$ cat src/rtl/core/mbd_pkg.sv
package mbd_pkg;

   // operation codes
   localparam logic [2:0] OP_READ  = 3'd0;
   localparam logic [2:0] OP_WRITE = 3'd1;
   localparam logic [2:0] OP_FRAME = 3'd2;
   localparam logic [2:0] OP_KEYS  = 3'd3;
   localparam logic [2:0] OP_PIXEL = 3'd4;

   // memory
   localparam int          RAM_BYTES_DEFAULT = 32768;
   localparam logic [15:0] RAM_LIMIT         = 16'h8000;

   // port addresses
   localparam logic [15:0] ADDR_CRTC_SEL  = 16'hFE00;
   localparam logic [15:0] ADDR_CRTC_DATA = 16'hFE01;
   localparam logic [15:0] ADDR_SYNC      = 16'hFE4D;
   localparam logic [15:0] ADDR_SCAN      = 16'hFE4F;
   localparam logic [15:0] ADDR_STUB_A    = 16'hFFEE;
   localparam logic [15:0] ADDR_STUB_B    = 16'hFFF4;
   localparam logic [15:0] ADDR_VEC_LO    = 16'hFFFC;
   localparam logic [15:0] ADDR_VEC_HI    = 16'hFFFD;

   // CRTC register numbers
   localparam logic [7:0] CRTC_START_HIGH = 8'h0C;
   localparam logic [7:0] CRTC_START_LOW  = 8'h0D;

   // scan codes
   localparam logic [6:0] SCAN_Z      = 7'h61;
   localparam logic [6:0] SCAN_X      = 7'h42;
   localparam logic [6:0] SCAN_RETURN = 7'h49;
   localparam logic [6:0] SCAN_SPACE  = 7'h62;

   localparam logic [7:0]  RTS_OPCODE      = 8'h60;
   localparam logic [7:0]  SCAN_MISS_BIT   = 8'h80;
   localparam logic [7:0]  SYNC_FRAME_BIT  = 8'h02;
   localparam logic [7:0]  START_HIGH_RST  = 8'h08;
   localparam logic [7:0]  START_HIGH_ALT  = 8'h0C;
   localparam logic [15:0] RESET_VECTOR_RST = 16'h1800;

   // request info carried alongside the RAM read
   typedef struct packed {
      logic       use_ram;   // read data comes from RAM
      logic       is_pixel;  // pixel fetch, select one bit of RAM byte
      logic [2:0] bit_sel;   // pixel column within the byte
      logic [7:0] imm_data;  // read data from a port, vector or stub
   } stage_info_type;

endpackage

$ cat src/rtl/core/mbd_outq.sv
module mbd_outq (
   input  logic                    clock,
   input  logic                    reset,
   input  logic                    accept,
   input  mbd_pkg::stage_info_type info,
   input  logic [7:0]              ram_q,
   output logic                    req_stall,
   output logic                    rsp_valid,
   input  logic                    rsp_stall,
   output logic [7:0]              rsp_read_data,
   output logic                    rsp_pixel_on
);

   logic                    s1_valid_ff, s1_valid_in;
   mbd_pkg::stage_info_type s1_info_ff, s1_info_in;
   logic                    out_valid_ff, out_valid_in;
   logic [7:0]              out_data_ff, out_data_in;
   logic                    out_pixel_ff, out_pixel_in;
   logic                    out_load, s1_move;

   // output register free or being drained this cycle
   assign out_load  = !out_valid_ff || !rsp_stall;
   assign s1_move   = s1_valid_ff && out_load;
   assign req_stall = s1_valid_ff && !out_load;

   always_comb begin
      s1_valid_in  = accept || (s1_valid_ff && !s1_move);
      s1_info_in   = accept ? info : s1_info_ff;
      out_valid_in = out_load ? s1_valid_ff : out_valid_ff;
      out_data_in  = out_data_ff;
      out_pixel_in = out_pixel_ff;
      if (s1_move) begin
         out_data_in  = s1_info_ff.use_ram ? ram_q : s1_info_ff.imm_data;
         out_pixel_in = s1_info_ff.is_pixel && ram_q[3'd7 - s1_info_ff.bit_sel];
      end
   end

   always_ff @(posedge clock) begin
      if (reset) begin
         s1_valid_ff  <= 1'b0;
         out_valid_ff <= 1'b0;
      end else begin
         s1_valid_ff  <= s1_valid_in;
         out_valid_ff <= out_valid_in;
      end
   end

   always_ff @(posedge clock) begin
      s1_info_ff   <= s1_info_in;
      out_data_ff  <= out_data_in;
      out_pixel_ff <= out_pixel_in;
   end

   assign rsp_valid     = out_valid_ff;
   assign rsp_read_data = out_data_ff;
   assign rsp_pixel_on  = out_pixel_ff;

endmodule

$ cat config.mk
export PLATFORM = sky130hd
export DESIGN_NAME = mbd_outq
export DESIGN_NICKNAME = d
export VERILOG_FILES = /design/src/rtl/core/mbd_pkg.sv /design/src/rtl/core/mbd_outq.sv
export SDC_FILE = /design/constraint.sdc
export NUM_CORES = 1
export LEC_CHECK = 0
export BUFFER_PORTS_ARGS = -buffer_cell sky130_fd_sc_hd__buf_2
export CAP_MARGIN = 20
export CORE_MARGIN = 2
export CORE_UTILIZATION = 46
export CTS_CLUSTER_DIAMETER = 80
export DETAILED_ROUTE_END_ITERATION = 8
export GPL_TIMING_DRIVEN = 1
export PLACE_DENSITY = 0.75
export SKIP_CTS_REPAIR_TIMING = 1
export SYNTH_ARGS = -nofsm -noshare
export SYNTH_HDL_FRONTEND = slang
export SYNTH_SLANG_ARGS = --single-unit
export TNS_END_PERCENT = 5
$ cat constraint.sdc
create_clock -name clock -period 1.91 [get_ports clock]
set_clock_uncertainty 0.1 [all_clocks]
set_input_delay 0.382 -clock clock [delete_from_list [all_inputs] [get_ports clock]]
set_output_delay 0.382 -clock clock [all_outputs]
set_load 0.01 [all_outputs]
Word level (Yosys, flattened, before mapping)
Cells that the tools add are included.
{"block": "word_totals", "input_bits": 25, "ff_bits": 24}
{"block": "op_classes", "mux": 3, "addsub": 1, "order_cmp": 1, "n_reduce_logical": 10}
{"cell": "two-way mux 8 bit", "n": 1}
{"cell": "logical AND 1 bit", "n": 4}
{"cell": "logical NOT 1 bit", "n": 4}
{"cell": "less-than comparator 3 x 4 -> 1 bit, second input constant", "n": 1}
{"cell": "binary-select mux 1 bit (select 3 bit)", "n": 1}
{"cell": "subtractor 3 bit, first input constant", "n": 1}
{"cell": "logical OR 1 bit", "n": 2}
{"cell": "two-way mux 1 bit", "n": 1}

Logic depth before layout (Yosys ltp)
{"block": "logic_depth", "depth_word": 6, "ltp_mapped": 3, "mapped_depth_nobuf": 3}

Least setup slack after synthesis
Ideal clock, no wire load.
{"block": "synth_timing", "path_kind": "input to register", "from": "in rsp_stall", "to": "reg out_pixel_ff, in the netlist rsp_pixel_on (enable)", "setup_slack_ns": 0.309, "t_arrival_ns": 1.112, "setup_ns": 0.389, "cell_stages": 1, "cell_sequence": "a21boi_0"}
{"block": "synth_via", "elab_chain_cells": 3}
{"item": "start, declared", "line_no": "mbd_outq.sv:9", "text": "input logic rsp_stall,"}
{"item": "logical NOT 1 bit", "line_no": "mbd_outq.sv:22", "text": "assign out_load = !out_valid_ff || !rsp_stall;"}
{"item": "logical OR 1 bit", "line_no": "mbd_outq.sv:22"}
{"item": "logical AND 1 bit", "line_no": "mbd_outq.sv:23", "text": "assign s1_move = s1_valid_ff && out_load;"}
{"item": "end signal, assigned", "line_no": "mbd_outq.sv:51", "text": "out_pixel_ff <= out_pixel_in;"}
{"item": "end, declared", "line_no": "mbd_outq.sv:18", "text": "logic out_pixel_ff, out_pixel_in;"}
No other way between the ends.
A chain may end at the register's enable or synchronous reset.

Final worst setup path
{"block": "layout_timing", "from": "reg s1_info_ff[9] in the netlist's numbering", "to": "reg out_pixel_ff, in the netlist rsp_pixel_on (data pin)"}
{"block": "layout_via", "elab_chain_cells": 4}
{"item": "start, declared", "line_no": "mbd_outq.sv:15", "text": "mbd_pkg::stage_info_type s1_info_ff, s1_info_in;"}
{"item": "start signal, assigned", "line_no": "mbd_outq.sv:49", "text": "s1_info_ff <= s1_info_in;"}
{"item": "subtractor 3 bit", "line_no": "mbd_outq.sv:34", "text": "out_pixel_in = s1_info_ff.is_pixel && ram_q[3'd7 - s1_info_ff.bit_sel];"}
{"item": "binary-select mux 1 bit (select 3 bit)", "line_no": "mbd_outq.sv:34"}
{"item": "two-way mux 1 bit (not written as such)", "line_no": "mbd_outq.sv:34"}
{"item": "logical AND 1 bit", "line_no": "mbd_outq.sv:34"}
No other way between the ends. The select of a mux whose other input is x is not followed.

==> impl.org <==
** Routing
- Dividing the detail-routed via count by the number of cells gives 4.827.
- Starting DRT DRC Count :: 5
- Via count of the routed design :: 531
- For this run, design rule violations remaining after detail routing come to 0.
- Iteration count of the initial detailed-routing pass :: 4
- In the final routed layout, each cell accounts on average for 14.58 µm.
- Final routed wirelength across all metal layers :: approximately 1600 µm
- In this run the remaining antenna-violating nets after routing total 0.

** Timing
- RSZ-0062 raised after global routing :: false
- Final setup viols :: 0
- In the finished design, the share of the clock period the worst path needs comes to 0.7923.
- The final hold violation count is 0.
- For the pin with the worst max-slew slack, the measured transition is 336.8 ps.
- Count of pins over their slew limit :: 0
- In this run the tightest slew margin relative to its limit is 0.7755.
- After routing, the total negative slack on setup checks comes to 0 ps.
- For this run, the top clock speed supported by timing is 660.8 MHz.
- Minimum clock period :: between 1500 and 2000 ps
- Final hold analysis gives a worst-case slack of 121.4 ps.

** Global route
- For met1 alone, demand over resource in global routing was 0.1614.
- The number of antenna violations at the first check in global routing is 0.
- Via count of the first global-routing pass :: approximately 530
- GR met2 Demand/Resource :: 0.2895
- Total global routing track utilization :: 0.1581
- Summed over all layers, the global routing overflow is 0.
- Entering global routing, the biggest net connects 15 pins.
- Grt peak-use layer :: met2
- Global-route wire length before repair :: approximately 2300 µm
- Met3 usage :: 0.02593

** Floorplanning
- The die covers 2319 µm².
- Effective utilization at floorplan :: 0.5032
- Chip Width :: 48.16 µm
- Area of the core region :: 1783 µm²
- 36 I/O pins were placed.
- Y dimension of the die :: 48.16 µm
- Placement row count :: 15

** Setup path
- STA classifies the critical path endpoint as a register.
- The worst setup path is launched from a register.
- Data arrives at the worst endpoint at roughly 1500 ps.
- The setup path with the least slack is of type reg -> reg.
- Of all nets on the critical path, the largest fanout is 3.
- Critical path data required time :: 1880 ps

** Clock tree
- At the later pin of the worst-skew pair, clock insertion delay measures ~310 ps.
- TritonCTS built the clock tree.
- Clock tree root buffer cell :: sky130_fd_sc_hd__clkbuf_4
- TritonCTS Buffers :: 3
- CTS built an H-tree with a depth of 1.
- Register clock-pin slew on the reported worst setup and hold paths :: roughly 130 ps
- Longest Clk Path Bufs :: 2
- Counting every sink on the clock net gives 24.

** Placed design
- In this run the cell area measured after placement is 1106 µm².
- After detailed placement, the design holds a cell count of about 110.
- RePlAce Congestion :: 0.7039
- Number of port buffers :: 35

** Finish
- Ratio of cells with drive above 1 in the final layout :: 0.5765
- The finished cells cover 1142 µm².
- Excluding fillers, the count of instances in the completed layout stands at 110.
- Compared with the post-synthesis result, the final layout area differs by 27.34%.
- At the end of the flow, the number of nets in the layout was 111.
- The repair_antennas step left the layout with diodes totalling 0.
- Count of filler cells inserted in the layout :: 144

** Synthesis
- Post-synthesis average cell area :: ~20 µm²
- For this run, the number of Yosys warnings is 0.
- Counting every net in the synthesized netlist gives between 70 and 80.
- The cell area that synthesis handed to floorplanning was 897.1 µm².
- Gate count after technology mapping :: 46
- Part of the Yosys area used for sequential elements :: 0.7810
- Number of distinct library cells after synthesis :: 13
- The synthesized design contains 24 register bits.

** Power
- In this run the power density over the cells is about 870 nW/µm².
- In this run the static leakage power is 0.4715 nW.
- Final Total Pwr :: about 1 mW
- Worst vdd rail ir drop :: between 600 and 700 µV

** Outcome
- Status :: complete, no violations

** Job
- Max cap viols :: 0

** Worst hold path
- The tightest min-delay check is of the in -> reg type.
==> path summary, 6_finish.rpt <==
check | from | endpoint | slack, ps | depth (start not counted)
worst max-delay path | s1_info_ff[9] | rsp_pixel_on | 400 | 3
worst min-delay path | reset | s1_valid_ff | 120 | 2
worst min register to register | s1_valid_ff | rsp_valid | 400 | 2
worst max register to register | s1_info_ff[9] | rsp_pixel_on | 400 | 3
==> per-layer routing <==
| layer | wire, µm | share of wire |
|---|---|---|
| met1 | 628 | 0.39 |
| met2 | 886 | 0.55 |
| met3 | 60 | 0.037 |
| met4 | 29 | 0.018 |
| met5 | 0 | 0 |
==> cell type report <==
cell class	instances	area (µm²)	area share
clock buffer	4	36.28	0.03176
inverter	1	3.754	0.003286
multi-input combinational	20	187.7	0.1643
sequential	24	700.7	0.6134
tap	25	31.28	0.02738
timing repair buffer	36	182.7	0.1599
==> per-stage QoR <==
stage,setup WS [ps],utilization
2_1_floorplan,309.5,-
3_3_place_gp,441.0,0.6204
3_5_place_dp,369.8,0.6204
4_1_cts,381.6,0.6407
5_1_grt,346.2,0.6407
6_report,396.6,0.6407
==> where the power goes <==
| part | internal [mW] | switching [mW] |
|---|---|---|
| Combinational | 0.0538 | 0.0401 |
| Clock | 0.116 | 0.146 |
| Sequential | 0.617 | 0.0174 |
| Total | 0.787 | 0.204 |
==> registers in the layout, indices dropped and copies added (netlist names) <==
| signal | cells |
|---|---|
| s1_info_ff | 13 |
| rsp_read_data | 8 |
| rsp_pixel_on | 1 |
| rsp_valid | 1 |
| s1_valid_ff | 1 |
==> critical path, stage by stage (launching register included) <==
cell and delay (ps):
sky130_fd_sc_hd__edfxtp_1 440, sky130_fd_sc_hd__mux4_1 580, sky130_fd_sc_hd__nor2_1 110, sky130_fd_sc_hd__a311oi_1 50
==> Yosys cell counts, drive strengths merged <==
cell type | number | share of area
a21boi | 1 | 0.0084
a21oi | 1 | 0.0056
a311oi | 1 | 0.0098
and3 | 1 | 0.0070
buf | 1 | 0.0056
dfxtp | 2 | 0.045
edfxtp | 22 | 0.74
inv | 1 | 0.0042
mux2 | 9 | 0.11
mux2i | 1 | 0.011
mux4 | 1 | 0.029
nor2 | 4 | 0.017
o31ai | 1 | 0.0084
==> placed cells by master, fill, tap and decap left out <==
cell                       count
sky130_fd_sc_hd__and3_1        1
sky130_fd_sc_hd__buf_2        35
sky130_fd_sc_hd__buf_4         1
sky130_fd_sc_hd__edfxtp_1     22
sky130_fd_sc_hd__clkbuf_8      1
sky130_fd_sc_hd__clkbuf_4      3
sky130_fd_sc_hd__inv_1         1
sky130_fd_sc_hd__a311oi_1      1
sky130_fd_sc_hd__a21oi_1       1
sky130_fd_sc_hd__nor2_1        4
sky130_fd_sc_hd__o31ai_1       1
sky130_fd_sc_hd__dfxtp_1       2
sky130_fd_sc_hd__mux2_2        9
sky130_fd_sc_hd__mux2i_1       1
sky130_fd_sc_hd__mux4_1        1
sky130_fd_sc_hd__a21boi_0      1
==> cell families (layout without fill, tap and decap cells) <==
logic type	count (synthesis)	after routing	synth area share
buf+inv	2	41	0.009754
simple gates	5	5	0.02371
compound gates	4	4	0.03208
mux	11	11	0.1534
flops	24	24	0.7810
Power figures use the tool's default switching activity.
