## src/rtl/core/mbd_pkg.sv

```systemverilog
package mbd_pkg;

   // operation codes
   localparam logic [2:0] OP_READ  = 3'd0;
   localparam logic [2:0] OP_WRITE = 3'd1;
   localparam logic [2:0] OP_FRAME = 3'd2;
   localparam logic [2:0] OP_KEYS  = 3'd3;
   localparam logic [2:0] OP_PIXEL = 3'd4;

   // memory
   localparam int          RAM_BYTES_DEFAULT = 32768;
   localparam logic [15:0] RAM_LIMIT         = 16'h8000;

   // port addresses
   localparam logic [15:0] ADDR_CRTC_SEL  = 16'hFE00;
   localparam logic [15:0] ADDR_CRTC_DATA = 16'hFE01;
   localparam logic [15:0] ADDR_SYNC      = 16'hFE4D;
   localparam logic [15:0] ADDR_SCAN      = 16'hFE4F;
   localparam logic [15:0] ADDR_STUB_A    = 16'hFFEE;
   localparam logic [15:0] ADDR_STUB_B    = 16'hFFF4;
   localparam logic [15:0] ADDR_VEC_LO    = 16'hFFFC;
   localparam logic [15:0] ADDR_VEC_HI    = 16'hFFFD;

   // CRTC register numbers
   localparam logic [7:0] CRTC_START_HIGH = 8'h0C;
   localparam logic [7:0] CRTC_START_LOW  = 8'h0D;

   // scan codes
   localparam logic [6:0] SCAN_Z      = 7'h61;
   localparam logic [6:0] SCAN_X      = 7'h42;
   localparam logic [6:0] SCAN_RETURN = 7'h49;
   localparam logic [6:0] SCAN_SPACE  = 7'h62;

   localparam logic [7:0]  RTS_OPCODE      = 8'h60;
   localparam logic [7:0]  SCAN_MISS_BIT   = 8'h80;
   localparam logic [7:0]  SYNC_FRAME_BIT  = 8'h02;
   localparam logic [7:0]  START_HIGH_RST  = 8'h08;
   localparam logic [7:0]  START_HIGH_ALT  = 8'h0C;
   localparam logic [15:0] RESET_VECTOR_RST = 16'h1800;

   // request info carried alongside the RAM read
   typedef struct packed {
      logic       use_ram;   // read data comes from RAM
      logic       is_pixel;  // pixel fetch, select one bit of RAM byte
      logic [2:0] bit_sel;   // pixel column within the byte
      logic [7:0] imm_data;  // read data from a port, vector or stub
   } stage_info_type;

endpackage

```

## src/rtl/core/mbd_regs.sv

```systemverilog
module mbd_regs #(
   parameter int AW = 15
) (
   input  logic                   clock,
   input  logic                   reset,
   input  logic                   accept,
   input  logic [2:0]             operation,
   input  logic [15:0]            address,
   input  logic [7:0]             write_data,
   input  logic [3:0]             key_bits,
   input  logic [7:0]             pixel_x,
   input  logic [7:0]             pixel_y,
   input  logic                   csr_wr_en,
   input  logic [15:0]            csr_wr_data,
   output logic                   ram_wr_en,
   output logic                   ram_rd_en,
   output logic [AW-1:0]          ram_wr_addr,
   output logic [AW-1:0]          ram_rd_addr,
   output mbd_pkg::stage_info_type info
);

   logic [7:0]  crtc_select_ff, crtc_select_in;
   logic [7:0]  start_high_ff, start_high_in;
   logic [7:0]  start_low_ff, start_low_in;
   logic [7:0]  sync_flags_ff, sync_flags_in;
   logic [7:0]  scan_latch_ff, scan_latch_in;
   logic [3:0]  held_keys_ff, held_keys_in;
   logic [15:0] reset_vector_ff, reset_vector_in;

   logic        is_read, is_write, is_pixel, below_ram;
   logic [6:0]  scan_code;
   logic        scan_hit;
   logic [7:0]  scan_value;
   logic [7:0]  port_data;
   logic [14:0] pixel_addr;

   assign is_read   = (operation == mbd_pkg::OP_READ);
   assign is_write  = (operation == mbd_pkg::OP_WRITE);
   assign is_pixel  = (operation == mbd_pkg::OP_PIXEL);
   assign below_ram = (address < mbd_pkg::RAM_LIMIT);

   // keyboard scan port
   assign scan_code = scan_latch_ff[6:0];
   always_comb begin
      unique case (scan_code)
         mbd_pkg::SCAN_Z:      scan_hit = held_keys_ff[0];
         mbd_pkg::SCAN_X:      scan_hit = held_keys_ff[1];
         mbd_pkg::SCAN_RETURN: scan_hit = held_keys_ff[2];
         mbd_pkg::SCAN_SPACE:  scan_hit = held_keys_ff[3];
         default:              scan_hit = 1'b0;
      endcase
   end
   assign scan_value = scan_hit ? {1'b0, scan_code} : (scan_latch_ff | mbd_pkg::SCAN_MISS_BIT);

   always_comb begin
      unique case (address)
         mbd_pkg::ADDR_SYNC:   port_data = sync_flags_ff;
         mbd_pkg::ADDR_SCAN:   port_data = scan_value;
         mbd_pkg::ADDR_STUB_A: port_data = mbd_pkg::RTS_OPCODE;
         mbd_pkg::ADDR_STUB_B: port_data = mbd_pkg::RTS_OPCODE;
         mbd_pkg::ADDR_VEC_LO: port_data = reset_vector_ff[7:0];
         mbd_pkg::ADDR_VEC_HI: port_data = reset_vector_ff[15:8];
         default:              port_data = 8'h00;
      endcase
   end

   // screen in character-cell order: base | row cell | column cell | line
   assign pixel_addr = {1'b1, (start_high_ff == mbd_pkg::START_HIGH_ALT),
                        pixel_y[7:3], pixel_x[7:3], pixel_y[2:0]};

   assign ram_wr_en   = accept && is_write && below_ram;
   assign ram_wr_addr = address[AW-1:0];
   assign ram_rd_en   = accept && ((is_read && below_ram) || is_pixel);
   assign ram_rd_addr = is_pixel ? AW'(pixel_addr) : address[AW-1:0];

   always_comb begin
      info.use_ram  = is_read && below_ram;
      info.is_pixel = is_pixel;
      info.bit_sel  = pixel_x[2:0];
      info.imm_data = is_read ? port_data : 8'h00;
   end

   always_comb begin
      crtc_select_in  = crtc_select_ff;
      start_high_in   = start_high_ff;
      start_low_in    = start_low_ff;
      sync_flags_in   = sync_flags_ff;
      scan_latch_in   = scan_latch_ff;
      held_keys_in    = held_keys_ff;
      reset_vector_in = csr_wr_en ? csr_wr_data : reset_vector_ff;
      if (accept) begin
         case (operation)
            mbd_pkg::OP_WRITE: begin
               case (address)
                  mbd_pkg::ADDR_CRTC_SEL: crtc_select_in = write_data;
                  mbd_pkg::ADDR_CRTC_DATA: begin
                     if (crtc_select_ff == mbd_pkg::CRTC_START_HIGH) begin
                        start_high_in = write_data;
                     end else if (crtc_select_ff == mbd_pkg::CRTC_START_LOW) begin
                        start_low_in = write_data;
                     end
                  end
                  mbd_pkg::ADDR_SYNC: sync_flags_in = sync_flags_ff & ~write_data;
                  mbd_pkg::ADDR_SCAN: scan_latch_in = write_data;
                  default: ;
               endcase
            end
            mbd_pkg::OP_FRAME: sync_flags_in = sync_flags_ff | mbd_pkg::SYNC_FRAME_BIT;
            mbd_pkg::OP_KEYS:  held_keys_in = key_bits;
            default: ;
         endcase
      end
   end

   always_ff @(posedge clock) begin
      if (reset) begin
         crtc_select_ff  <= 8'h00;
         start_high_ff   <= mbd_pkg::START_HIGH_RST;
         start_low_ff    <= 8'h00;
         sync_flags_ff   <= 8'h00;
         scan_latch_ff   <= 8'h00;
         held_keys_ff    <= 4'h0;
         reset_vector_ff <= mbd_pkg::RESET_VECTOR_RST;
      end else begin
         crtc_select_ff  <= crtc_select_in;
         start_high_ff   <= start_high_in;
         start_low_ff    <= start_low_in;
         sync_flags_ff   <= sync_flags_in;
         scan_latch_ff   <= scan_latch_in;
         held_keys_ff    <= held_keys_in;
         reset_vector_ff <= reset_vector_in;
      end
   end

endmodule

```

## config.mk

```make
export PLATFORM = sky130hd
export DESIGN_NAME = mbd_regs
export DESIGN_NICKNAME = d
export VERILOG_FILES = /design/src/rtl/core/mbd_pkg.sv /design/src/rtl/core/mbd_regs.sv
export SDC_FILE = /design/constraint.sdc
export NUM_CORES = 1
export LEC_CHECK = 0
export ABC_CLOCK_PERIOD_IN_PS = 2200
export BUFFER_PORTS_ARGS = -buffer_cell sky130_fd_sc_hd__buf_4
export CAP_MARGIN = 20
export CORE_UTILIZATION = 49
export CTS_CLUSTER_SIZE = 14
export DETAILED_ROUTE_END_ITERATION = 8
export GPL_ROUTABILITY_DRIVEN = 1
export PLACE_DENSITY = 0.89
export SLEW_MARGIN = 20
export SYNTH_ARGS = -nofsm -noshare
export SYNTH_HDL_FRONTEND = slang
export SYNTH_SLANG_ARGS = --single-unit
export TNS_END_PERCENT = 20
```

## constraint.sdc

```tcl
create_clock -name clock -period 2.2 [get_ports clock]
set_clock_uncertainty 0.15 [all_clocks]
set_input_delay 0.11 -clock clock [delete_from_list [all_inputs] [get_ports clock]]
set_output_delay 0.11 -clock clock [all_outputs]
set_load 0.005 [all_outputs]
```

After elaboration in Yosys (flattened, before gate mapping)
Cells that the tools add are included.

Flip-flop bits (word level): 51. Input bits: 67. Output and inout bits: 45. Word-level logic and storage cells: 51.

$lt $le $gt $ge: 1. Equal/unequal tests: 19. Mux-type cells: 7. Bitwise operators: 3. Reduce and logical (&&, ||, !) cells: 14.

Operator list (number): $eq 16x16->1 const B (8); $pmux 8 s5 (1); $eq 7x7->1 const B (4); $mux 8 (3); $eq 8x4->1 const B (2); $lt 16x16->1 const B (1); $pmux 8 s2 (1); $mux 15 (1); $reduce_and 3->1 (3); $and 8x8->8 (1); $not 8->8 (1); $reduce_and 4->1 (2); $eq 3x2->1 const B (2); $logic_and 1x1->1 (4); $pmux 1 s4 (1); $eq 3x1->1 const B (1); $eq 3x3->1 const B (1); $logic_not 3->1 (1); $ne 2x1->1 const B (1); $reduce_and 2->1 (1); $reduce_bool 2->1 (1); $reduce_or 2->1 (1); $logic_or 1x1->1 (1); $not 1->1 (1).

Longest topological paths before layout
Gate-level depths: netlist of run 1.

Word-level depth: 5. Gate-level depth with buffers: 6. Mapped depth without buffers: 4.

Worst setup path after synthesis of run 1
No wires, ideal clock.

Path kind: register to output. Start point: reg scan_latch_ff[1]. End point: out info[7] (netlist name). Arrival: 1.355 ns. Data required time: 1.940 ns. Path slack: 0.585 ns. Cell stages (with the launch flop): 5. Buffers on the path: 0. Path through: dfxtp_1 -> or3b_2 -> o32a_1 -> o311ai_0 -> a21oi_1.

RTL lines: start, declared (RTL line mbd_regs.sv:26) `logic [7:0] scan_latch_ff, scan_latch_in;`; start signal, assigned (RTL line mbd_regs.sv:129) `scan_latch_ff <= scan_latch_in;`; end, declared (RTL line mbd_regs.sv:19) `output mbd_pkg::stage_info_type info`.

==> reports/qor.tcl, run 1 <==
set qor(run_status) {finished with violations}
set qor(failed_checks) {DRC}
set qor(synth-warning-count) 0
set qor(critPathLaunchType) {register}
set qor(setup_viol) 0
set qor(cts_root_buffer) {sky130_fd_sc_hd__clkbuf_8}
set qor(insertion_delay_ns) 0.30
set qor(avgViaCountPerCell) 5.95
set qor(post_syn_area_per_cell_um2) 8.54
set qor(grt_pass1_wl_um) 13100
set qor(first_global_vias) 2739
set qor(clkTransAtPathRegs_ns) 0.09
set qor(number_of_synthesized_flops_with_an_enable_pin) 0
set qor(row_count) 27
set qor(routed_wl_um) 8540
set qor(io-pin-count) 112
set qor(finish.net_count) 511
set qor(drc) 1
set qor(number_of_input_and_output_port_buffers_inserted) 105
set qor(coreArea_um2) 5570
set qor(cts_tree) {done}
set qor(cts.htree.levels) 2
set qor(peakVddDrop_mv) 0.467
set qor(die_x_um) 78.7
set qor(totalNegativeSetupSlack_ns) 0
set qor(achievable-frequency_mhz) 471
set qor(max_cap_viol_count) 0
set qor(final_core_utilization_pct) 71.2
set qor(number_of_buffers_added_by_the_clock_tree_synthesis_step) 5
set qor(critical_path.max_stage_delay_ns) 0.45
set qor(final-hold-violation-count) 0
set qor(finalNonFillerCells) 517
set qor(crit_arrival_ns) 1.86
set qor(power_density_nw_per_um2) 497
set qor(via_count) 3074
set qor(cp.required_ns) 1.94
set qor(synth.distinct_cells) 49
set qor(ys_async_sr_fraction_pct) 0
set qor(gp_routability_congestion) 0.907
set qor(synth.cell_area_um2) 2890
set qor(layout-area-overhead-vs-synth_pct) 37.6
set qor(tightest_slew_ns) 0.495
set qor(drv_slew) 0
set qor(synthFlopType) {sky130_fd_sc_hd__dfxtp_1}
set qor(slowest_cell_on_crit_path) {sky130_fd_sc_hd__or3b_2}
set qor(synthesis.nets) 405
set qor(grt_resource_usage_total_pct) 26.7
set qor(p_leak_nw) 1.56
set qor(fin_crit_sh_pct) 96.5
set qor(post-route-min-period_ns) 2.12
set qor(grt_overflow_total) 0
set qor(worstHoldPathType) {input port to output port}
set qor(n_antenna_cell) 0
set qor(clk_path_buf_depth) 2
set qor(antenna_violating_nets_post_route) 0
set qor(drive_gt1_share_pct) 35.5
set qor(timing.critical_path.cells) {or3b_2 -> o32a_1 -> o311ai_2 -> a21oi_1 -> buf_4}
set qor(grt_max_degree) 52
set qor(maxSlewHeadroom_pct) 67.0
set qor(initial_core_util_pct) 51.8
set qor(number_of_iterations_in_the_first_detailed_routing_pass) 7
set qor(critPathKind) {register to output port}
set qor(ys_seq_elements) 51
set qor(detail_route.wl_per_cell_um) 16.5
set qor(critical_path_peak_fanout) 5
set qor(critical_path.endpoint_type) {output port}
set qor(die_area_um2) 6200
set qor(syn_inst) 338
set qor(yosysSeqAreaShare_pct) 35.4
set qor(dp_hpwl_um) 5740
set qor(initial_antenna_violation_count) 0
set qor(chip_height_um) 78.7
set qor(grt_setup_unrepaired) {no}
set qor(dr.first_iter.drc_count) 422
set qor(tritoncts_num_sinks) 51
set qor(place_inst) 480
-- power by group --
| part | switching (mW) | internal, mW | leakage, nW |
|---|---|---|---|
| sequential | 0.0124 | 0.942 | 0.415 |
| combinational | 0.141 | 0.200 | 1.08 |
| clock | 0.309 | 0.369 | 0.0612 |
| total | 0.462 | 1.51 | 1.56 |
-- final cells by class --
| type | instances | area [µm²] |
|---|---|---|
| Sequential cell | 51 | 1020 |
| Fill cell | 404 | 1610 |
| Multi-Input combinational cell | 238 | 1570 |
| Clock buffer | 6 | 82.6 |
| Timing Repair Buffer | 144 | 1150 |
| Tap cell | 72 | 90.1 |
| Clock inverter | 2 | 35.0 |
| Inverter | 4 | 15.0 |
-- critical path: cells and delay by family (launching register included) --
family                 cells  cell delay, ns
AOI/OAI and AO/OA          3            0.60
DFF                        1            0.36
buffers and inverters      1            0.16
and+or+nand+nor            1            0.45
-- sequential cells by signal, indices dropped and copies added (netlist names) --
signal,count
reset_vector_ff,16
crtc_select_ff,8
start_high_ff,8
scan_latch_ff,7
sync_flags_ff,8
held_keys_ff,4
-- repair_timing --
action	4_1_cts	5_1_grt
setup endpoints to repair	1	1
hold buffers	29	0
resized for setup	1	3
gates cloned	0	0
endpoints found under the hold margin	51	0
pin swaps	0	1
setup buffers	0	0
-- worst paths after layout --
| check | start | end | slack [ns] | cells past startpoint |
|---|---|---|---|---|
| max | scan_latch_ff[3] | info[7] | 0.08 | 5 |
| min | pixel_x[2] | info[10] | 0.07 | 0 |
| max reg2reg | crtc_select_ff[6] | start_high_ff[0] | 0.33 | 4 |
| min reg2reg | sync_flags_ff[3] | sync_flags_ff[3] | 0.32 | 2 |
-- cells by family (layout without fill, tap and decap cells) --
kind of cell	after synthesis	after routing	share of synthesized area, %
compound gates	81	81	17.6
buf+inv	49	156	10.7
flops	51	51	35.4
mux	31	31	11.3
simple gates	126	126	25.1
-- cell usage after synthesis, types with 3 or more instances --
library cell                n  area, µm²
sky130_fd_sc_hd__dfxtp_1   51       1020
sky130_fd_sc_hd__inv_1      4       15.0
sky130_fd_sc_hd__nand3_1   52        260
sky130_fd_sc_hd__nand2_1    5       18.8
sky130_fd_sc_hd__nor2_1    22       82.6
sky130_fd_sc_hd__mux2i_1   19        190
sky130_fd_sc_hd__nor3_1     3       15.0
sky130_fd_sc_hd__a21oi_1   31        155
sky130_fd_sc_hd__clkbuf_1  10       37.5
sky130_fd_sc_hd__nor2b_1    3       18.8
sky130_fd_sc_hd__a211oi_1   4       30.0
sky130_fd_sc_hd__o21ai_0   25        125
sky130_fd_sc_hd__nand2b_1   7       43.8
sky130_fd_sc_hd__mux2_2    12        135
sky130_fd_sc_hd__nand4_1    9       56.3
sky130_fd_sc_hd__a31o_2     6       52.6
sky130_fd_sc_hd__buf_2      8       40.0
sky130_fd_sc_hd__buf_4     23        173
sky130_fd_sc_hd__a211oi_2   3       37.5
-- layout by cell type (no fill, tap or decap), types with 2 or more instances in the layout --
cell type,instances
sky130_fd_sc_hd__a211o_1,2
sky130_fd_sc_hd__a211oi_1,4
sky130_fd_sc_hd__a211oi_2,3
sky130_fd_sc_hd__a21oi_1,31
sky130_fd_sc_hd__a311oi_1,2
sky130_fd_sc_hd__a31o_1,2
sky130_fd_sc_hd__a31o_2,6
sky130_fd_sc_hd__and4_1,2
sky130_fd_sc_hd__and4bb_2,2
sky130_fd_sc_hd__buf_4,115
sky130_fd_sc_hd__clkbuf_8,6
sky130_fd_sc_hd__dfxtp_1,49
sky130_fd_sc_hd__dfxtp_2,2
sky130_fd_sc_hd__dlygate4sd3_1,29
sky130_fd_sc_hd__inv_1,4
sky130_fd_sc_hd__mux2_2,12
sky130_fd_sc_hd__mux2i_1,19
sky130_fd_sc_hd__nand2_1,5
sky130_fd_sc_hd__nand2b_1,7
sky130_fd_sc_hd__nand3_1,52
sky130_fd_sc_hd__nand3b_1,2
sky130_fd_sc_hd__nand4_1,9
sky130_fd_sc_hd__nor2_1,22
sky130_fd_sc_hd__nor2b_1,3
sky130_fd_sc_hd__nor3_1,3
sky130_fd_sc_hd__nor4_1,2
sky130_fd_sc_hd__nor4bb_1,2
sky130_fd_sc_hd__o21ai_0,25
sky130_fd_sc_hd__or3_1,2
sky130_fd_sc_hd__or3b_2,2
-- stage by stage --
| stage | power [mW] | worst slack, ns | hold WS [ns] | instance area (µm²) |
|---|---|---|---|---|
| after global routing | 2.04 | 0.00433 | 0.0700 | 3970 |
| after CTS | 1.97 | 0.0580 | 0.0700 | 3960 |
| after floorplan | 1.11 | 0.585 | 0.0477 | 2890 |
| after detailed placement | 1.27 | 0.282 | 0.0700 | 3550 |
| final | 1.97 | 0.0763 | 0.0700 | 3970 |
| after global placement | 1.27 | 0.316 | 0.0700 | 3550 |
-- routing by layer --
layer	share of wire [%]	wire [µm]	track usage, %	up-vias
met4	2.1	182	9.26	0
met2	49	4160	46.3	203
met1	38	3290	32.5	1415
met3	11	905	5.52	22
li1	-	-	-	1434
met5	0	0	0	-
(Power assumes the default switching activity.)
==> inputs of run 2 (changes only) <==
- CORE_MARGIN: default -> 4
- RECOVER_POWER: default -> 50
- SKIP_LAST_GASP: default -> 1
==> reports/qor.tcl, run 2 (synthesized netlist as in run 1, its figures left out) <==
set qor(run_status) {finished with violations} ;# unchanged
set qor(layout-area-overhead-vs-synth_pct) 36.9 ;# was 37.6%
set qor(totalNegativeSetupSlack_ns) 0 ;# unchanged
set qor(kind_of_cell_adding_the_most_delay_to_the_critical_path) {compound AO/OA/AOI/OAI gates} ;# unchanged
set qor(fin_crit_sh_pct) 93.7 ;# was 96.5%
set qor(gp_routability_congestion) 0.950 ;# was 0.907
set qor(timing.critical_path.cells) {or3b_2 -> o32a_1 -> o311ai_2 -> a21oi_1 -> buf_4} ;# unchanged
set qor(die_area_um2) 7180 ;# was 6200 µm²
set qor(cts_root_buffer) {sky130_fd_sc_hd__clkbuf_8} ;# unchanged
set qor(initial_core_util_pct) 51.5 ;# was 51.8%
set qor(die_x_um) 84.7 ;# was 78.7 µm
set qor(routed_wl_um) 8950 ;# was 8540 µm
set qor(largest_register_ff_count) 16 ;# unchanged
set qor(final_core_utilization_pct) 70.4 ;# was 71.2%
set qor(critical_path.endpoint_type) {output port} ;# unchanged
set qor(n_antenna_cell) 0 ;# unchanged
set qor(dr.first_iter.drc_count) 369 ;# was 422
set qor(maxSlewHeadroom_pct) 41.5 ;# was 67.0%
set qor(setup_viol) 0 ;# unchanged
set qor(largest_register) {reset_vector_ff} ;# unchanged
set qor(peakVddDrop_mv) 0.518 ;# was 0.467 mV
set qor(critical_path_peak_fanout) 4 ;# was 5
set qor(grt_pass1_wl_um) 14500 ;# was 13100 µm
set qor(achievable-frequency_mhz) 485 ;# was 471 MHz
set qor(power_density_nw_per_um2) 503 ;# was 497 nW/µm²
set qor(dp_hpwl_um) 6130 ;# was 5740 µm
set qor(grt_overflow_total) 0 ;# unchanged
set qor(cp.required_ns) 1.94 ;# about the same
set qor(coreArea_um2) 5610 ;# was 5570 µm²
set qor(avgViaCountPerCell) 6.00 ;# was 5.95
set qor(slowest_cell_on_crit_path) {sky130_fd_sc_hd__or3b_2} ;# unchanged
set qor(worstHoldPathType) {input port to output port} ;# unchanged
set qor(critical_path.max_stage_delay_ns) 0.46 ;# was 0.45 ns
set qor(grt_resource_usage_total_pct) 24.5 ;# was 26.7%
set qor(via_count) 3108 ;# was 3074
set qor(clk_path_buf_depth) 2 ;# unchanged
set qor(worst_hold_slack_ns) 0.0700 ;# about the same
set qor(cts_tree) {done} ;# unchanged
set qor(critPathBufInv) 1 ;# unchanged
set qor(row_count) 27 ;# unchanged
set qor(io-pin-count) 112 ;# unchanged
set qor(grt_setup_unrepaired) {no} ;# unchanged
set qor(p_total_mw) 1.98 ;# was 1.97 mW
set qor(drive_gt1_share_pct) 33.6 ;# was 35.5%
set qor(insertion_delay_ns) 0.31 ;# was 0.30 ns
set qor(critPathKind) {register to output port} ;# unchanged
set qor(max_cap_viol_count) 0 ;# unchanged
set qor(tritoncts_num_sinks) 51 ;# unchanged
set qor(clkTransAtPathRegs_ns) 0.10 ;# was 0.09 ns
set qor(number_of_input_and_output_port_buffers_inserted) 105 ;# unchanged
set qor(antenna_violating_nets_post_route) 0 ;# unchanged
set qor(grt_max_degree) 52 ;# unchanged
set qor(cts.htree.levels) 2 ;# unchanged
set qor(final-hold-violation-count) 0 ;# unchanged
set qor(crit_arrival_ns) 1.80 ;# was 1.86 ns
set qor(tightest_slew_ns) 0.878 ;# was 0.495 ns
set qor(critPathLaunchType) {register} ;# unchanged
set qor(number_of_iterations_in_the_first_detailed_routing_pass) 7 ;# unchanged
set qor(layout_common_cells) {sky130_fd_sc_hd__buf_4, sky130_fd_sc_hd__nand3_1, sky130_fd_sc_hd__dfxtp_1, sky130_fd_sc_hd__a21oi_1, sky130_fd_sc_hd__dlygate4sd3_1} ;# unchanged
set qor(finish.net_count) 512 ;# was 511
set qor(p_leak_nw) 1.54 ;# was 1.56 nW
set qor(first_global_vias) 3044 ;# was 2739
set qor(drc) 1 ;# unchanged
set qor(number_of_buffers_added_by_the_clock_tree_synthesis_step) 5 ;# unchanged
set qor(post-route-min-period_ns) 2.06 ;# was 2.12 ns
set qor(detail_route.wl_per_cell_um) 17.3 ;# was 16.5 µm
set qor(chip_height_um) 84.7 ;# was 78.7 µm
set qor(initial_antenna_violation_count) 0 ;# unchanged
set qor(failed_checks) {DRC} ;# unchanged
set qor(layout_commonest_cell) {sky130_fd_sc_hd__buf_4} ;# unchanged
set qor(drv_slew) 0 ;# unchanged
## run 2: power by group
| part | internal (mW) | switching, mW | total, mW |
|---|---|---|---|
| Clock | 0.374 | 0.321 | 0.695 |
| Combinational | 0.192 | 0.141 | 0.333 |
| Sequential | 0.943 | 0.0137 | 0.956 |
## run 2: worst paths after layout
check | from | endpoint | slack [ns] | depth (start not counted)
min reg2reg | sync_flags_ff[5] | sync_flags_ff[5] | 0.31 | 2
min | pixel_x[2] | info[10] | 0.07 | 0
max reg2reg | crtc_select_ff[7] | start_high_ff[4] | 0.47 | 4
max | scan_latch_ff[0] | info[7] | 0.14 | 5
## run 2: cell type report
cell class	count	area [µm²]
fillers	415	1660
multi-input cells	238	1560
repair buffers	145	1130
flip-flops and latches	51	1020
well taps	72	90.1
clock buffers	6	82.6
clock inverters	2	38.8
inverters	4	15.0
## run 2: through the flow
| stage | setup WS, ns | area [µm²] | cells |
|---|---|---|---|
| 3_3_place_gp | 0.305 | 3550 | 480 |
| 5_1_grt | 0.0656 | 3950 | 518 |
| 6_report | 0.138 | 3950 | 518 |
| 3_5_place_dp | 0.278 | 3550 | 480 |
| 4_1_cts | 0.0156 | 3960 | 517 |
| 2_1_floorplan | 0.585 | 2890 | 338 |
## run 2: timing repair
action	CTS	global route
endpoints found under the hold margin	51	0
hold buffers	29	0
resized for setup	1	3
setup endpoints to repair	1	1
setup buffers	0	1
pin swaps	0	2
## run 2: metal layers
metal	track usage (%)	vias to the layer above	share of wire, %	wire length [µm]
met2	42.6	218	49	4380
met1	27.9	1417	37	3320
met5	0	-	0	0
met3	6.77	38	10	940
met4	10.8	0	3.5	314
li1	-	1435	-	-
==> inputs of run 3 (changes only) <==
- CORE_UTILIZATION: 49 -> 51
- CTS_BUF_LIST: default -> sky130_fd_sc_hd__clkbuf_8
- PLACE_DENSITY: 0.89 -> 0.92
==> reports/qor.tcl, run 3 (synthesized netlist as in run 1, its figures left out) <==
set qor(worstHoldPathType) {input port to output port} ;# unchanged
set qor(die_area_um2) 6920 ;# was 7180 µm²
set qor(die_x_um) 83.2 ;# was 84.7 µm
set qor(place_inst) 478 ;# was 480
set qor(timing.critical_path.cells) {or3b_2 -> o32a_1 -> o311ai_1 -> a21oi_1 -> buf_4} ;# was or3b_2 -> o32a_1 -> o311ai_2 -> a21oi_1 -> buf_4
set qor(grt_pass1_wl_um) 13900 ;# was 14500 µm
set qor(p_leak_nw) 1.50 ;# was 1.54 nW
set qor(tightest_slew_ns) 0.864 ;# was 0.878 ns
set qor(grt_resource_usage_total_pct) 23.8 ;# was 24.5%
set qor(critPathLaunchType) {register} ;# unchanged
set qor(first_global_vias) 2944 ;# was 3044
set qor(cp.required_ns) 1.94 ;# about the same
set qor(grt_setup_unrepaired) {no} ;# unchanged
set qor(peakVddDrop_mv) 0.420 ;# was 0.518 mV
set qor(chip_height_um) 83.2 ;# was 84.7 µm
set qor(dr.first_iter.drc_count) 369 ;# unchanged
set qor(n_antenna_cell) 0 ;# unchanged
set qor(maxSlewHeadroom_pct) 42.4 ;# was 41.5%
set qor(post-route-min-period_ns) 2.11 ;# was 2.06 ns
set qor(largest_register_ff_count) 16 ;# unchanged
set qor(layout_common_cells) {sky130_fd_sc_hd__buf_4, sky130_fd_sc_hd__nand3_1, sky130_fd_sc_hd__dfxtp_1, sky130_fd_sc_hd__a21oi_1, sky130_fd_sc_hd__dlygate4sd3_1} ;# unchanged
set qor(critPathKind) {register to output port} ;# unchanged
set qor(number_of_buffers_added_by_the_clock_tree_synthesis_step) 5 ;# unchanged
set qor(cts_tree) {done} ;# unchanged
set qor(rr_startpoint) {crtc_select_ff[7]} ;# unchanged
set qor(tritoncts_num_sinks) 51 ;# unchanged
set qor(clkTransAtPathRegs_ns) 0.09 ;# was 0.10 ns
set qor(layout_commonest_cell) {sky130_fd_sc_hd__buf_4} ;# unchanged
set qor(initial_antenna_violation_count) 0 ;# unchanged
set qor(critical_path_peak_fanout) 5 ;# was 4
set qor(layout-area-overhead-vs-synth_pct) 34.9 ;# was 36.9%
set qor(power_density_nw_per_um2) 477 ;# was 503 nW/µm²
set qor(drive_gt1_share_pct) 32.3 ;# was 33.6%
set qor(totalNegativeSetupSlack_ns) 0 ;# unchanged
set qor(gp_routability_congestion) 0.875 ;# was 0.950
set qor(avgViaCountPerCell) 5.91 ;# was 6.00
set qor(dp_hpwl_um) 6020 ;# was 6130 µm
set qor(final_core_utilization_pct) 70.7 ;# was 70.4%
set qor(fin_crit_sh_pct) 96.1 ;# was 93.7%
set qor(run_status) {complete, no violations} ;# was finished with violations
set qor(critical_path.endpoint_type) {output port} ;# unchanged
set qor(via_count) 3046 ;# was 3108
set qor(antenna_violating_nets_post_route) 0 ;# unchanged
set qor(grt_overflow_total) 0 ;# unchanged
set qor(final-hold-violation-count) 0 ;# unchanged
set qor(largest_register) {reset_vector_ff} ;# unchanged
set qor(hold_start) {pixel_x[2]} ;# unchanged
set qor(clk_path_buf_depth) 2 ;# unchanged
set qor(drc) 0 ;# was 1
set qor(finalNonFillerCells) 515 ;# was 518
set qor(setup.worst_path.start) {scan_latch_ff[3]} ;# was scan_latch_ff[0]
set qor(drv_slew) 0 ;# unchanged
set qor(setup_viol) 0 ;# unchanged
set qor(crit_arrival_ns) 1.85 ;# was 1.80 ns
set qor(critPathBufInv) 1 ;# unchanged
set qor(insertion_delay_ns) 0.30 ;# was 0.31 ns
set qor(cts_root_buffer) {sky130_fd_sc_hd__clkbuf_8} ;# unchanged
set qor(detail_route.wl_per_cell_um) 16.7 ;# was 17.3 µm
set qor(kind_of_cell_adding_the_most_delay_to_the_critical_path) {compound AO/OA/AOI/OAI gates} ;# unchanged
set qor(finish.net_count) 509 ;# was 512
set qor(worst_hold_slack_ns) 0.0700 ;# about the same
set qor(number_of_iterations_in_the_first_detailed_routing_pass) 5 ;# was 7
set qor(achievable-frequency_mhz) 473 ;# was 485 MHz
set qor(max_cap_viol_count) 0 ;# unchanged
set qor(routed_wl_um) 8580 ;# was 8950 µm
set qor(slowest_cell_on_crit_path) {sky130_fd_sc_hd__or3b_2} ;# unchanged
set qor(grt_max_degree) 52 ;# unchanged
set qor(number_of_input_and_output_port_buffers_inserted) 105 ;# unchanged
set qor(initial_core_util_pct) 52.4 ;# was 51.5%
set qor(cts.htree.levels) 2 ;# unchanged
set qor(post_cts_buffers) 0 ;# unchanged
set qor(row_count) 27 ;# unchanged
set qor(io-pin-count) 112 ;# unchanged
set qor(coreArea_um2) 5510 ;# was 5610 µm²
set qor(critical_path.max_stage_delay_ns) 0.45 ;# was 0.46 ns
## run 3: repair_timing
action,4_1_cts,5_1_grt
hold endpoints to repair,51,0
endpoints found under the setup margin,0,1
resized for setup,0,2
hold buffers,29,0
## run 3: worst register-to-register path, delay by kind of cell, from the launching register on
kind	cells	cell delay, ns
DFF	1	0.32
AOI/OAI and AO/OA	2	0.37
and+or+nand+nor	2	0.75
## run 3: final cells by class
cell class / instances / area, µm²
fill: 394 / 1620
multi-input combinational: 238 / 1560
timing repair buffer: 142 / 1110
sequential: 51 / 1020
tap: 72 / 90.1
clock buffer: 6 / 82.6
clock inverter: 2 / 16.3
inverter: 4 / 15.0
## run 3: metrics by stage
| stage | worst slack [ns] | power (mW) | area, µm² |
|---|---|---|---|
| 2_1_floorplan | 0.585 | 1.11 | 2890 |
| 3_3_place_gp | 0.221 | 1.27 | 3540 |
| 3_5_place_dp | 0.151 | 1.27 | 3540 |
| 4_1_cts | 0.0115 | 1.87 | 3930 |
| 5_1_grt | 0.0146 | 1.93 | 3890 |
| 6_report | 0.0856 | 1.86 | 3890 |
## run 3: worst paths after layout
path	endpoint	slack, ns	cells past startpoint
max	info[7]	0.09	5
max reg2reg	start_high_ff[5]	0.49	4
min	info[10]	0.07	0
min reg2reg	sync_flags_ff[0]	0.31	2
## run 3: layer usage
metal	wire, µm	GRT usage [%]
met1	3380	28.8
met2	4110	39.7
met3	821	6.55
met4	271	9.66
met5	0	0
## run 3: power breakdown
part	switching, mW	leakage, nW	internal, mW
Clock	0.310	0.0474	0.257
Sequential	0.0134	0.415	0.942
Combinational	0.141	1.04	0.191
